File: src/rtl/core/dbf_pkg.sv
`default_nettype none
// ----------------------------------------------------------------------------
// dbf_pkg
// Shared types and constants of the decimal digit blanking formatter.
// ----------------------------------------------------------------------------
package dbf_pkg;

    // Field widths of the input and result words.
    localparam int unsigned POS_W   = 8;
    localparam int unsigned VALUE_W = 32;
    localparam int unsigned COUNT_W = 4;
    localparam int unsigned CODE_W  = 6;

    // Packed word widths, padded to whole bytes.
    localparam int unsigned IN_DATA_W  = 56;
    localparam int unsigned OUT_DATA_W = 32;

    // Character codes and screen step between characters.
    localparam logic [CODE_W-1:0] CODE_SPACE = 6'h20;
    localparam logic [CODE_W-1:0] CODE_ZERO  = 6'h30;
    localparam logic [POS_W-1:0]  STEP_X     = 8'd8;

    // Sequencer states.
    typedef enum logic [1:0] {
        ST_IDLE,
        ST_CONV,
        ST_EMIT
    } t_state;

endpackage : dbf_pkg
`default_nettype wire

File: src/rtl/core/decimal_digit_blanking_formatter.sv
`default_nettype none
// ----------------------------------------------------------------------------
// decimal_digit_blanking_formatter
// Converts a 32-bit unsigned value into a fixed-width row of decimal
// characters with leading-zero blanking and screen coordinates.
// ----------------------------------------------------------------------------
// An accepted word is loaded, converted from binary to BCD with
// shift-and-correct steps through a single shift unit, one per value bit,
// and then emitted at one character per cycle while the result side keeps
// taking words. A digit count of zero produces no characters and keeps the
// input side ready; a count above MAX_DIGITS is clamped to MAX_DIGITS.
// Higher decimal digits that do not fit the field are dropped. The input
// side is not ready while a word is being converted or emitted; the last
// character may still wait in the output register while the next input
// word is accepted.
module decimal_digit_blanking_formatter #(
    parameter int unsigned MAX_DIGITS = 10
) (
    input  wire                                logic i_clk,
    input  wire                                logic i_rst_n,
    // Input word: pos_x[7:0], pos_y[15:8], value[47:16], digit_count[51:48].
    input  wire  logic [dbf_pkg::IN_DATA_W-1:0]      i_s_tdata,
    input  wire  logic                               i_s_tvalid,
    output       logic                               o_s_tready,
    // Result word: char_code[5:0], char_x[13:6], char_y[21:14],
    // digit_index[25:22], zero padding above.
    output       logic [dbf_pkg::OUT_DATA_W-1:0]     o_m_tdata,
    output       logic                               o_m_tvalid,
    output       logic                               o_m_tlast,
    input  wire  logic                               i_m_tready
);
    import dbf_pkg::*;

    localparam int unsigned BCD_W     = 4 * MAX_DIGITS;
    localparam int unsigned DIG_IDX_W = (MAX_DIGITS > 1) ? $clog2(MAX_DIGITS) : 1;
    localparam int unsigned SHIFT_N   = VALUE_W;
    localparam int unsigned SCNT_W    = $clog2(SHIFT_N);
    localparam logic [COUNT_W-1:0] MAX_CNT = COUNT_W'(MAX_DIGITS);

    // Control state.
    t_state r_state;
    t_state n_state;
    logic   r_out_valid;
    logic [SCNT_W-1:0] r_scnt;

    // Conversion and emission working registers.
    logic [VALUE_W-1:0]            r_bin;
    logic [MAX_DIGITS-1:0][3:0]    r_bcd;
    logic [BCD_W-1:0]              bcd_adj;
    logic [COUNT_W-1:0]            r_n;
    logic [COUNT_W-1:0]            r_rem;
    logic [COUNT_W-1:0]            r_idx;
    logic [POS_W-1:0]              r_x;
    logic [POS_W-1:0]              r_y;
    logic                          r_shown;

    // Output register.
    logic [CODE_W-1:0]  r_code;
    logic [POS_W-1:0]   r_cx;
    logic [POS_W-1:0]   r_cy;
    logic [COUNT_W-1:0] r_oidx;
    logic               r_olast;

    // Decoded input fields.
    logic [POS_W-1:0]   in_x;
    logic [POS_W-1:0]   in_y;
    logic [VALUE_W-1:0] in_value;
    logic [COUNT_W-1:0] in_count;
    logic [COUNT_W-1:0] in_n;

    // Sequencer strobes and the character being formed.
    logic               accept;
    logic               load_char;
    logic               char_last;
    logic [3:0]         cur_digit;
    logic [CODE_W-1:0]  cur_code;
    logic               cur_blank;

    assign in_x     = i_s_tdata[7:0];
    assign in_y     = i_s_tdata[15:8];
    assign in_value = i_s_tdata[47:16];
    assign in_count = i_s_tdata[51:48];
    assign in_n     = (in_count > MAX_CNT) ? MAX_CNT : in_count;

    assign accept    = i_s_tvalid && o_s_tready;
    assign char_last = (r_rem == '0);

    // Add-3 correction of every BCD digit ahead of the next left shift.
    always_comb begin
        for (int i = 0; i < MAX_DIGITS; i++) begin
            bcd_adj[4*i +: 4] = (r_bcd[i] >= 4'd5) ? (r_bcd[i] + 4'd3) : r_bcd[i];
        end
    end

    // Digit selection and leading-zero blanking.
    always_comb begin
        cur_digit = r_bcd[r_rem[DIG_IDX_W-1:0]];
        cur_blank = !r_shown && !char_last && (cur_digit == 4'd0);
        cur_code  = cur_blank ? CODE_SPACE : (CODE_ZERO + CODE_W'(cur_digit));
    end

    // Next-state logic of the sequencer.
    always_comb begin
        n_state = r_state;
        unique case (r_state)
            ST_IDLE: begin
                if (accept && (in_n != '0)) begin
                    n_state = ST_CONV;
                end
            end
            ST_CONV: begin
                if (r_scnt == SCNT_W'(SHIFT_N - 1)) begin
                    n_state = ST_EMIT;
                end
            end
            ST_EMIT: begin
                if (load_char && char_last) begin
                    n_state = ST_IDLE;
                end
            end
            default: n_state = ST_IDLE;
        endcase
    end

    // Output decode of the sequencer.
    always_comb begin
        o_s_tready = 1'b0;
        load_char  = 1'b0;
        unique case (r_state)
            ST_IDLE: o_s_tready = 1'b1;
            ST_CONV: o_s_tready = 1'b0;
            ST_EMIT: load_char  = !r_out_valid || i_m_tready;
            default: o_s_tready = 1'b0;
        endcase
    end

    // Control registers.
    always_ff @(posedge i_clk) begin
        if (!i_rst_n) begin
            r_state     <= ST_IDLE;
            r_out_valid <= 1'b0;
            r_scnt      <= '0;
        end else begin
            r_state <= n_state;
            if (load_char) begin
                r_out_valid <= 1'b1;
            end else if (i_m_tready) begin
                r_out_valid <= 1'b0;
            end
            if (accept) begin
                r_scnt <= '0;
            end else if (r_state == ST_CONV) begin
                r_scnt <= r_scnt + SCNT_W'(1);
            end
        end
    end

    // Working registers: load, shift-and-correct, then step through digits.
    always_ff @(posedge i_clk) begin
        if (accept) begin
            r_bin   <= in_value;
            r_bcd   <= '0;
            r_n     <= in_n;
            r_rem   <= in_n - COUNT_W'(1);
            r_idx   <= '0;
            r_x     <= in_x;
            r_y     <= in_y;
            r_shown <= 1'b0;
        end else if (r_state == ST_CONV) begin
            r_bin <= {r_bin[VALUE_W-2:0], 1'b0};
            r_bcd <= {bcd_adj[BCD_W-2:0], r_bin[VALUE_W-1]};
        end else if (load_char) begin
            r_rem   <= r_rem - COUNT_W'(1);
            r_idx   <= r_idx + COUNT_W'(1);
            r_x     <= r_x + STEP_X;
            r_shown <= r_shown || !cur_blank;
        end
    end

    // Output register, loaded in the emit state whenever it is empty or being taken.
    always_ff @(posedge i_clk) begin
        if (load_char) begin
            r_code  <= cur_code;
            r_cx    <= r_x;
            r_cy    <= r_y;
            r_oidx  <= r_idx;
            r_olast <= char_last;
        end
    end

    assign o_m_tvalid = r_out_valid;
    assign o_m_tlast  = r_olast;
    assign o_m_tdata  = {6'd0, r_oidx, r_cy, r_cx, r_code};

    // The last character of a field returns the sequencer to idle.
    a_last_ends: assert property (@(posedge i_clk) disable iff (!i_rst_n)
        load_char && char_last |=> r_state == ST_IDLE)
        else $error("last character did not end the field");

    // The final position always shows a digit, never a blank.
    a_last_shown: assert property (@(posedge i_clk) disable iff (!i_rst_n)
        o_m_tvalid && o_m_tlast |-> r_code != CODE_SPACE)
        else $error("last character was blanked");

    // Remaining count and index always add up to the field width minus one.
    a_count_sum: assert property (@(posedge i_clk) disable iff (!i_rst_n)
        r_state == ST_EMIT |-> (r_rem + r_idx) == (r_n - COUNT_W'(1)))
        else $error("digit counters out of step");

    // Every emitted code is a space or a decimal digit.
    a_code_range: assert property (@(posedge i_clk) disable iff (!i_rst_n)
        o_m_tvalid |-> (r_code == CODE_SPACE) ||
                       ((r_code >= CODE_ZERO) && (r_code <= CODE_ZERO + CODE_W'(9))))
        else $error("character code out of range");

endmodule : decimal_digit_blanking_formatter
`default_nettype wire
File: config.mk
export PLATFORM = sky130hd
export DESIGN_NAME = decimal_digit_blanking_formatter
export DESIGN_NICKNAME = d
export VERILOG_FILES = /design/src/rtl/core/dbf_pkg.sv /design/src/rtl/core/decimal_digit_blanking_formatter.sv
export SDC_FILE = /design/constraint.sdc
export NUM_CORES = 1
export LEC_CHECK = 0
export BUFFER_PORTS_ARGS = -buffer_cell sky130_fd_sc_hd__buf_4
export CELL_PAD_IN_SITES_DETAIL_PLACEMENT = 1
export CELL_PAD_IN_SITES_GLOBAL_PLACEMENT = 2
export CORE_MARGIN = 8
export CORE_UTILIZATION = 36
export DETAILED_ROUTE_END_ITERATION = 16
export PLACE_DENSITY = 0.83
export SYNTH_ARGS = -nofsm -noshare
export SYNTH_HDL_FRONTEND = slang
export SYNTH_SLANG_ARGS = --single-unit
File: constraint.sdc
create_clock -name i_clk -period 3.06 [get_ports i_clk]
set_clock_uncertainty 0.15 [all_clocks]
set_input_delay 0.153 -clock i_clk [delete_from_list [all_inputs] [get_ports i_clk]]
set_output_delay 0.153 -clock i_clk [all_outputs]
set_load 0.02 [all_outputs]
# == Word level (Yosys, flattened, before mapping) ==
# Cells that the tools add are included.
# totals
register_bits,132
out_inout_bits,35
elab_cells,112
# classes
add_sub_neg,16
order_cmp,12
eq_ne,7
n_mux,29
n_bitwise,2
n_reduce_logical,22
# ops
op,count
32-bit two-way mux,2
4-bit two-way mux,14
"4-bit by 3-bit >= comparator with 1-bit output, second input constant",10
"4-bit by 2-bit adder with 4-bit output, second input constant",9
8-bit two-way mux,3
4-bit binary-select mux with 4-bit select,1
"8-bit by 4-bit adder with 8-bit output, second input constant",1
4-bit zero test,2
"2-bit != test, second input constant",4
"4-bit by 1-bit subtractor with 4-bit output, second input constant",2
"5-bit by 5-bit adder with 6-bit output, first input constant",1
2-bit two-way mux,3
2-bit one-hot mux with 3 select lines,1
2-bit nonzero test,3
"5-bit by 1-bit adder with 5-bit output, second input constant",1
"5-bit equality test, second input constant",1
1-bit logical AND,5
"4-bit by 5-bit < comparator with 1-bit output, second input constant",1
"4-bit by 1-bit adder with 4-bit output, second input constant",1
"4-bit > comparator, second input constant",1
1-bit zero test,4
1-bit two-way mux,4
2-bit AND reduction,2
4-bit nonzero test,1
other kinds (9),11

# == Longest topological paths before layout ==
# Gate-level depths: netlist (run 1).
# logic_depth
depth_word,6
depth_mapped,7
mapped_depth_nobuf,7

# == Worst setup path after synthesis (run 1) ==
# OpenSTA, ideal clock, no wires.
# synth_timing
kind,register -> register
startpoint,register r_state[1]
endpoint,"register r_bin[0], enable pin"
setup_ns,0.389
arrival_ns,2.091
setup_slack_ns,0.429
path_stages_with_launch,6
synth_period_minus_slack_ns,2.631
cell_sequence,dfxtp_1 -> nor2_1 -> nand2_1 -> clkbuf_1 -> buf_1 -> nand2_1
# synth_via
elab_chain_cells,4
# synth_rtl
item,line,rtl
start: declaration,decimal_digit_blanking_formatter.sv:41,t_state r_state;
start signal: assignment,decimal_digit_blanking_formatter.sv:144,r_state <= n_state;
2-bit zero test,decimal_digit_blanking_formatter.sv:129,unique case (r_state)
1-bit two-way mux,decimal_digit_blanking_formatter.sv:129,
net o_s_tready,decimal_digit_blanking_formatter.sv:24,"output logic o_s_tready,"
1-bit logical AND,decimal_digit_blanking_formatter.sv:85,assign accept = i_s_tvalid && o_s_tready;
2-bit nonzero test (no source line),--,
end signal: assignment,decimal_digit_blanking_formatter.sv:161,r_bin <= in_value;
end signal: assignment,decimal_digit_blanking_formatter.sv:170,"r_bin <= {r_bin[VALUE_W-2:0], 1'b0};"
end: declaration,decimal_digit_blanking_formatter.sv:47,logic [VALUE_W-1:0] r_bin;
# The timed path passes the listed nets, and every way through them passes these cells.
# A chain may end at the register's enable or synchronous reset.

# == Final worst setup path (run 1) ==
# layout_timing
startpoint,register r_state[1]
endpoint,register r_x[6] (data pin)
# layout_via
elab_chain_cells,4
# layout_rtl
item,line,rtl
2-bit zero test,decimal_digit_blanking_formatter.sv:129,
1-bit two-way mux,decimal_digit_blanking_formatter.sv:129,
1-bit logical AND,decimal_digit_blanking_formatter.sv:85,
8-bit two-way mux,decimal_digit_blanking_formatter.sv:160,if (accept) begin
end signal: assignment,decimal_digit_blanking_formatter.sv:166,r_x <= in_x;
end signal: assignment,decimal_digit_blanking_formatter.sv:175,r_x <= r_x + STEP_X;
end: declaration,decimal_digit_blanking_formatter.sv:53,logic [POS_W-1:0] r_x;
# Every way passes these cells.

==> results of run 1 <==
through the flow:
stage | std cells | util (%) | hold WS (ns) | total power, mW
final | 963 | 48.5 | 0.0372 | 4.56
after global routing | 963 | 48.5 | 0.0521 | 4.73
after CTS | 959 | 48.4 | 0.0180 | 4.59
after detailed placement | 875 | 41.7 | 0.183 | 2.49
after global placement | 875 | 41.7 | 0.183 | 2.47
after floorplan | 600 | - | 0.102 | 2.34
state kept, by name, summed over array words and instances (netlist names):
name	cells
r_cy	8
r_bin	32
r_scnt	5
r_shown	1
r_code	5
r_state	2
r_rem	4
r_cx	8
o_m_tvalid	1
r_bcd	40
r_y	8
r_idx	4
r_oidx	4
o_m_tlast	1
r_x	8
cell families after synthesis:
logic type      count (synthesis)
compound gates                111
mux                            18
flops                         131
xor+xnor                       30
fa+ha+maj                      25
buf+inv                        61
simple gates                  217
other cells                     2
final cells by class:
| class | count | share of cell area, % |
|---|---|---|
| repair buffers | 142 | 15.1 |
| multi-input cells | 408 | 30.3 |
| well taps | 220 | 3.43 |
| inverters | 26 | 1.22 |
| clock buffers | 17 | 5.31 |
| clock inverters | 15 | 2.08 |
| diodes | 4 | 0.125 |
| flip-flops and latches | 131 | 42.5 |
layout by cell type (no fill, tap or decap), types with 2 or more instances in the layout:
cell type / count
a21oi_1: 42
a2bb2oi_1: 4
a31oi_1: 4
and3_1: 6
buf_4: 89
clkbuf_16: 17
clkinv_4: 2
conb_1: 7
dfxtp_1: 53
diode_2: 4
dlygate4sd3_1: 52
edfxtp_1: 78
ha_1: 25
inv_1: 24
inv_2: 2
inv_6: 7
inv_8: 3
mux2i_1: 13
mux4_2: 4
nand2_1: 117
nand2b_1: 13
nand3_1: 32
nand4_1: 2
nor2_1: 34
nor2b_1: 2
nor3b_1: 2
o21ai_0: 13
o21ai_1: 32
o32ai_1: 9
xnor2_1: 15
xor2_1: 15
report_power, final:
part	switching (mW)	internal [mW]
clock network	0.883	1.16
logic	0.255	0.207
registers	0.0652	1.99
repair_timing:
action                                  in CTS  in global routing
hold buffers                                52                  0
endpoints found under the hold margin       57                  0
endpoints found under the setup margin       0                  0
layer usage:
layer / part of all wire, % / track usage, %
met5: 0 / 0
met4: 2.3 / 7.24
met3: 3.6 / 3.92
met2: 53 / 27.5
met1: 41 / 17.1
critical path, stage by stage, from the launching register on:
cell and delay [ns]:
dfxtp_1 0.34, nor2_1 0.31, nand2_2 0.14, inv_2 0.25, buf_4 0.54, nand2_1 0.17
o21ai_1 0.11
worst max path at each step:
stage | from | slack, ns | endpoint
after floorplan | r_state[1]$_SDFFE_PN0P_ | 0.43 | r_bin[0]$_SDFFCE_PP0P_
after global placement | r_state[1]$_SDFFE_PN0P_ | 0.88 | r_x[5]$_DFFE_PP_
after detailed placement | r_state[1]$_SDFFE_PN0P_ | 0.85 | r_x[7]$_DFFE_PP_
after CTS | r_state[1]$_SDFFE_PN0P_ | 0.83 | r_x[7]$_DFFE_PP_
after global routing | r_state[1]$_SDFFE_PN0P_ | 0.66 | r_x[7]$_DFFE_PP_
final | r_state[1]$_SDFFE_PN0P_ | 0.84 | r_x[6]$_DFFE_PP_
==> run metrics, run 1 <==
FILL cells=1822; Clock Latency Late Sink=0.42 ns; Setup-failing EPs final=0; vias in the first global route=5193; maxcap violations=0; top post-synthesis cells by count=118 x nand2_1, 78 x edfxtp_1, 53 x dfxtp_1, 42 x a21oi_1, 34 x nor2_1; hold depth=3; CP arrival=2.34 ns; Reg2Reg Depth=6; post-synthesis xor/xnor area fraction=4.33%; Tot GR Track Use=15.5%; Setup CP Type=register to register; gp weighted congestion=roughly 0.75; PnR worst setup slack=0.839 ns; PortBufs=83; CP Data Required Time=3.18 ns; RSZ-0062 raised after global routing=no; Hold Path End=r_rem[0]$_DFFE_PP_; die area=~21000 um2; crit start category=register; complex-gate fraction of the synthesized area=a little over a tenth; Rows=47; PwrDens=about 570 nW/um2; WL/cell=17.3 um; post-cts sizing count=0; Die X=146 um; Worst R2R Start=r_state[1]$_SDFFE_PN0P_; Synth top area share=38.6%; via count=4778; drc violations=0; Root Buffer=clkbuf_16; Worst-Margin Slew=0.716 ns; mux contribution to synthesized area=3.81%; Critical Path End Type=register; cell area after layout=between 8000 and 9000 um2; status=finished, final reports clean; DP HPWL=10700 um; global-route wire length before repair=26300 um; Final #Nets=811; setup_tns=0 ns; Final Cycle Share=72.6%; Hold Vio Cnt, Final=0; R2R Path End=r_x[6]$_DFFE_PP_; maximum vdd drop=between 400 and 500 uV; area share of and/or/nand/nor cells after synthesis=roughly 16%; multi-input logic area=roughly 2400 um2; P_leak=roughly 3.3 nW; layout cell share with drive strength beyond 1=18.3%; EDFF count, synth=78; largest cells by area after synthesis=edfxtp_1 39%, dfxtp_1 17%, nand2_1 7.3%; post-synthesis sequential area ratio=56.1%; area leader, netlist=edfxtp_1; initial antenna violation count=4; adder-cell area share of the yosys netlist=5.15%; max frequency=450 MHz; post-detailed-route count of antenna-violating nets=0; fraction of registers with async set/reset=0%; io pins=95; DR iter-0 viols=220; post-CTS setup buffers=0; mean number of vias per cell=4.96; Yosys reg bits=131; clock period minus worst slack=2.22 ns; register area=3400 um2; max-slew violation count=0; Min-Delay Startpoint=i_s_tdata[48]; mean post-synth cell area=10.2 um2; Routed WL=16700 um; placed inst area=6890 um2; drt pass-1 iters=4; largest family of logic cells by synthesized area=simple AND/OR/NAND/NOR gates; worst rel slew slack=51.8%; initial core utilization=36.7%; Ys Warns=0; Distinct cells, synth=43; CTS Buffer Depth=2; Area growth syn-to-layout=32.0%; Synth Instances=595; clock sink total=131; synthesized cell area=6070 um2; clock transition at the registers of the reported paths=0.06 ns; core area=16500 um2; Overflow after GRT=0; CTS tree=done; HP Class=primary input to register; Post-synth top flop=edfxtp_1; largest net degree at the start of global routing=67; TritonCTS Buffers=17; r2r setup slk=0.84 ns; htree depth=4; Place WS=0.854 ns; Max FO, Critical Path=52; Die Y=146 um; most common cell in the synthesized netlist=nand2_1
No activity file was read; power rests on OpenSTA's default activity.
==> run 2: changes to the inputs <==
--- a/config.mk
+++ b/config.mk
@@ -5,13 +5,14 @@
 export SDC_FILE = /design/constraint.sdc
 export NUM_CORES = 1
 export LEC_CHECK = 0
+export ABC_AREA = 1
 export BUFFER_PORTS_ARGS = -buffer_cell sky130_fd_sc_hd__buf_4
 export CELL_PAD_IN_SITES_DETAIL_PLACEMENT = 1
 export CELL_PAD_IN_SITES_GLOBAL_PLACEMENT = 2
 export CORE_MARGIN = 8
-export CORE_UTILIZATION = 36
+export CORE_UTILIZATION = 31
 export DETAILED_ROUTE_END_ITERATION = 16
-export PLACE_DENSITY = 0.83
+export PLACE_DENSITY = 0.79
 export SYNTH_ARGS = -nofsm -noshare
 export SYNTH_HDL_FRONTEND = slang
 export SYNTH_SLANG_ARGS = --single-unit
==> constraint.sdc (replaced) <==
create_clock -name i_clk -period 1.9 [get_ports i_clk]
set_clock_uncertainty 0.15 [all_clocks]
set_input_delay 0.095 -clock i_clk [delete_from_list [all_inputs] [get_ports i_clk]]
set_output_delay 0.095 -clock i_clk [all_outputs]
set_load 0.02 [all_outputs]
==> run 2 against run 1 <==
  * Global-route usage shrank 1.1 points
  * Cell count up 15%
  * Critical path depth rose by 1
  * Synthesized cell count is 15% higher
  * Hold slack better by 0.064 ns
  * Die area up 16%
  * Core utilization is 6.2 points lower
  * Clock power increased by 60%
  * Total power increased by 68%
  * Via count is 7.2% higher
  * Non-clock buffer count is 8 higher
==> run metrics, run 2 <==
Clock Latency Late Sink=between 0.4 and 0.5 ns; Die Y=157 um; HP Class=primary input to register; maxcap violations=0; Overflow after GRT=0; DP HPWL=11500 um; RSZ-0062 raised after global routing=no; multi-input logic area=2300 um2; launch point of the worst path=r_state[1]$_SDFFE_PN0P_; post-synthesis sequential area ratio=a little under three fifths; core area=19500 um2; Final Cycle Share=93.7%; io pins=95; maximum vdd drop=638 uV; drt pass-1 iters=4; cell area after layout=about 8200 um2; EDFF count, synth=78; FILL cells=2208; top post-synthesis cells by count=181 x nand2_1, 78 x edfxtp_1, 73 x inv_1, 59 x o21ai_0, 53 x dfxtp_1; largest net degree at the start of global routing=between 40 and 50; clock period minus worst slack=1.78 ns; max FFs per register=40; layout cell share with drive strength beyond 1=17.2%; via count=5123; initial core utilization=31.6%; Synth top area share=between 30% and 40%; Rows=51; post-detailed-route count of antenna-violating nets=0; gp weighted congestion=0.756; htree depth=4; Post-synth top flop=edfxtp_1; placed inst area=7100 um2; Routed WL=16900 um; CTS Buffer Depth=2; crit start category=register; Area growth syn-to-layout=33.8%; clock sink total=131; mean post-synth cell area=9.02 um2; biggest regs=r_bcd: 40 flops, r_bin: 32 flops; CP arrival=1.80 ns; Root Buffer=clkbuf_16; commonest non-fill, non-tap cell in the layout=nand2_1; Max FO, Critical Path=5; max-slew violation count=0; vias in the first global route=about 5700; worst hold slack=0.101 ns; DR iter-0 viols=190; PortBufs=83; Yosys reg bits=131; CTS tree=done; fraction of registers with async set/reset=0%; clock transition at the registers of the reported paths=0.06 ns; area leader, netlist=edfxtp_1; Place WS=0.0876 ns; die area=between 20000 and 25000 um2; global-route wire length before repair=27800 um; Inserted Diodes=0; Ys Warns=0; TritonCTS Buffers=17; synthesized cell area=approximately 6200 um2; Distinct cells, synth=32; WL/cell=15.3 um; Min-Delay Startpoint=i_s_tdata[50]; CP Data Required Time=1.92 ns; Critical Path End Type=register; most common cell in the synthesized netlist=nand2_1; Setup CP Type=register to register; most frequent cells in the layout=179 x nand2_1, 92 x buf_4, 78 x edfxtp_1; register area=3400 um2; Die X=157 um; Biggest register=r_bcd; mean number of vias per cell=4.64; PnR worst setup slack=0.120 ns; status=finished, final reports clean; largest cells by area after synthesis=edfxtp_1 38%, dfxtp_1 17%, nand2_1 11%; Synth Instances=about 680; PwrDens=931 nW/um2; initial antenna violation count=0; drc violations=0; max frequency=562 MHz; Setup-failing EPs final=0; setup_tns=0 ns; fin util=42.3%; Hold Vio Cnt, Final=0; P_leak=3.48 nW; Tot GR Track Use=14.4%; Final #Nets=between 900 and 1000; Worst R2R Start=r_state[1]$_SDFFE_PN0P_
run 2: repair_timing:
| action | 4_1_cts | 5_1_grt |
|---|---|---|
| hold buffers | 53 | 0 |
| hold endpoints to repair | 57 | 0 |
| resized for setup | 0 | 1 |
| buffers inserted | 0 | 1 |
| endpoints found under the setup margin | 0 | 2 |
run 2: cell type report:
type                    count  share of cell area, %
flip-flops and latches    131                   41.4
multi-input cells         448                   27.9
repair buffers            150                   16.1
clock buffers              18                   5.34
well taps                 265                   4.03
inverters                  77                   3.54
clock inverters            14                   1.76
run 2: power by group:
part	leakage, nW	total, mW	internal [mW]	switching (mW)
clock network	0.278	3.26	1.88	1.39
logic	2.02	1.03	0.420	0.611
registers	1.18	3.37	3.27	0.0966
total	3.48	7.66	5.57	2.10
run 2: metrics by stage:
step	power (mW)	cells
final	7.66	1103
after detailed placement	4.37	1017
after CTS	7.74	1102
after floorplan	4.02	687
after global placement	4.32	1017
after global routing	8.03	1103
run 2: cells by family after synthesis:
logic type / Yosys count / share of synthesized area (%)
AO/OA/AOI/OAI: 141 / 11.9
XOR/XNOR: 15 / 2.14
adder cells (fa/ha/maj): 25 / 5.09
buffers and inverters: 108 / 7.79
flip-flops: 131 / 55.3
other: 2 / 0.122
AND/OR/NAND/NOR: 260 / 17.7
run 2: final timing paths:
kind,depth (start not counted),slack [ns],end
setup / recovery,7,0.12,r_rem[2]$_DFFE_PP_
hold / removal,4,0.10,r_rem[2]$_DFFE_PP_
setup reg to reg,7,0.12,r_rem[2]$_DFFE_PP_
hold reg to reg,0,0.27,r_cy[2]$_DFFE_PP_
run 2: metal layers:
metal | part of all wire [%] | global-route usage [%] | vias to the layer above
li1 | - | - | 2541
met1 | 44 | 16.6 | 2479
met2 | 51 | 25.2 | 82
met3 | 3.4 | 3.20 | 21
met4 | 1.6 | 6.09 | 0
met5 | 0 | 0 | -
run 2: critical path: stages (launching register included):
cell and delay, ns:
dfxtp_1 0.36, nor2_4 0.17, nand2_2 0.14, inv_4 0.12, nand2_1 0.06, a2bb2oi_1 0.15, ha_1 0.22, xor2_1 0.16
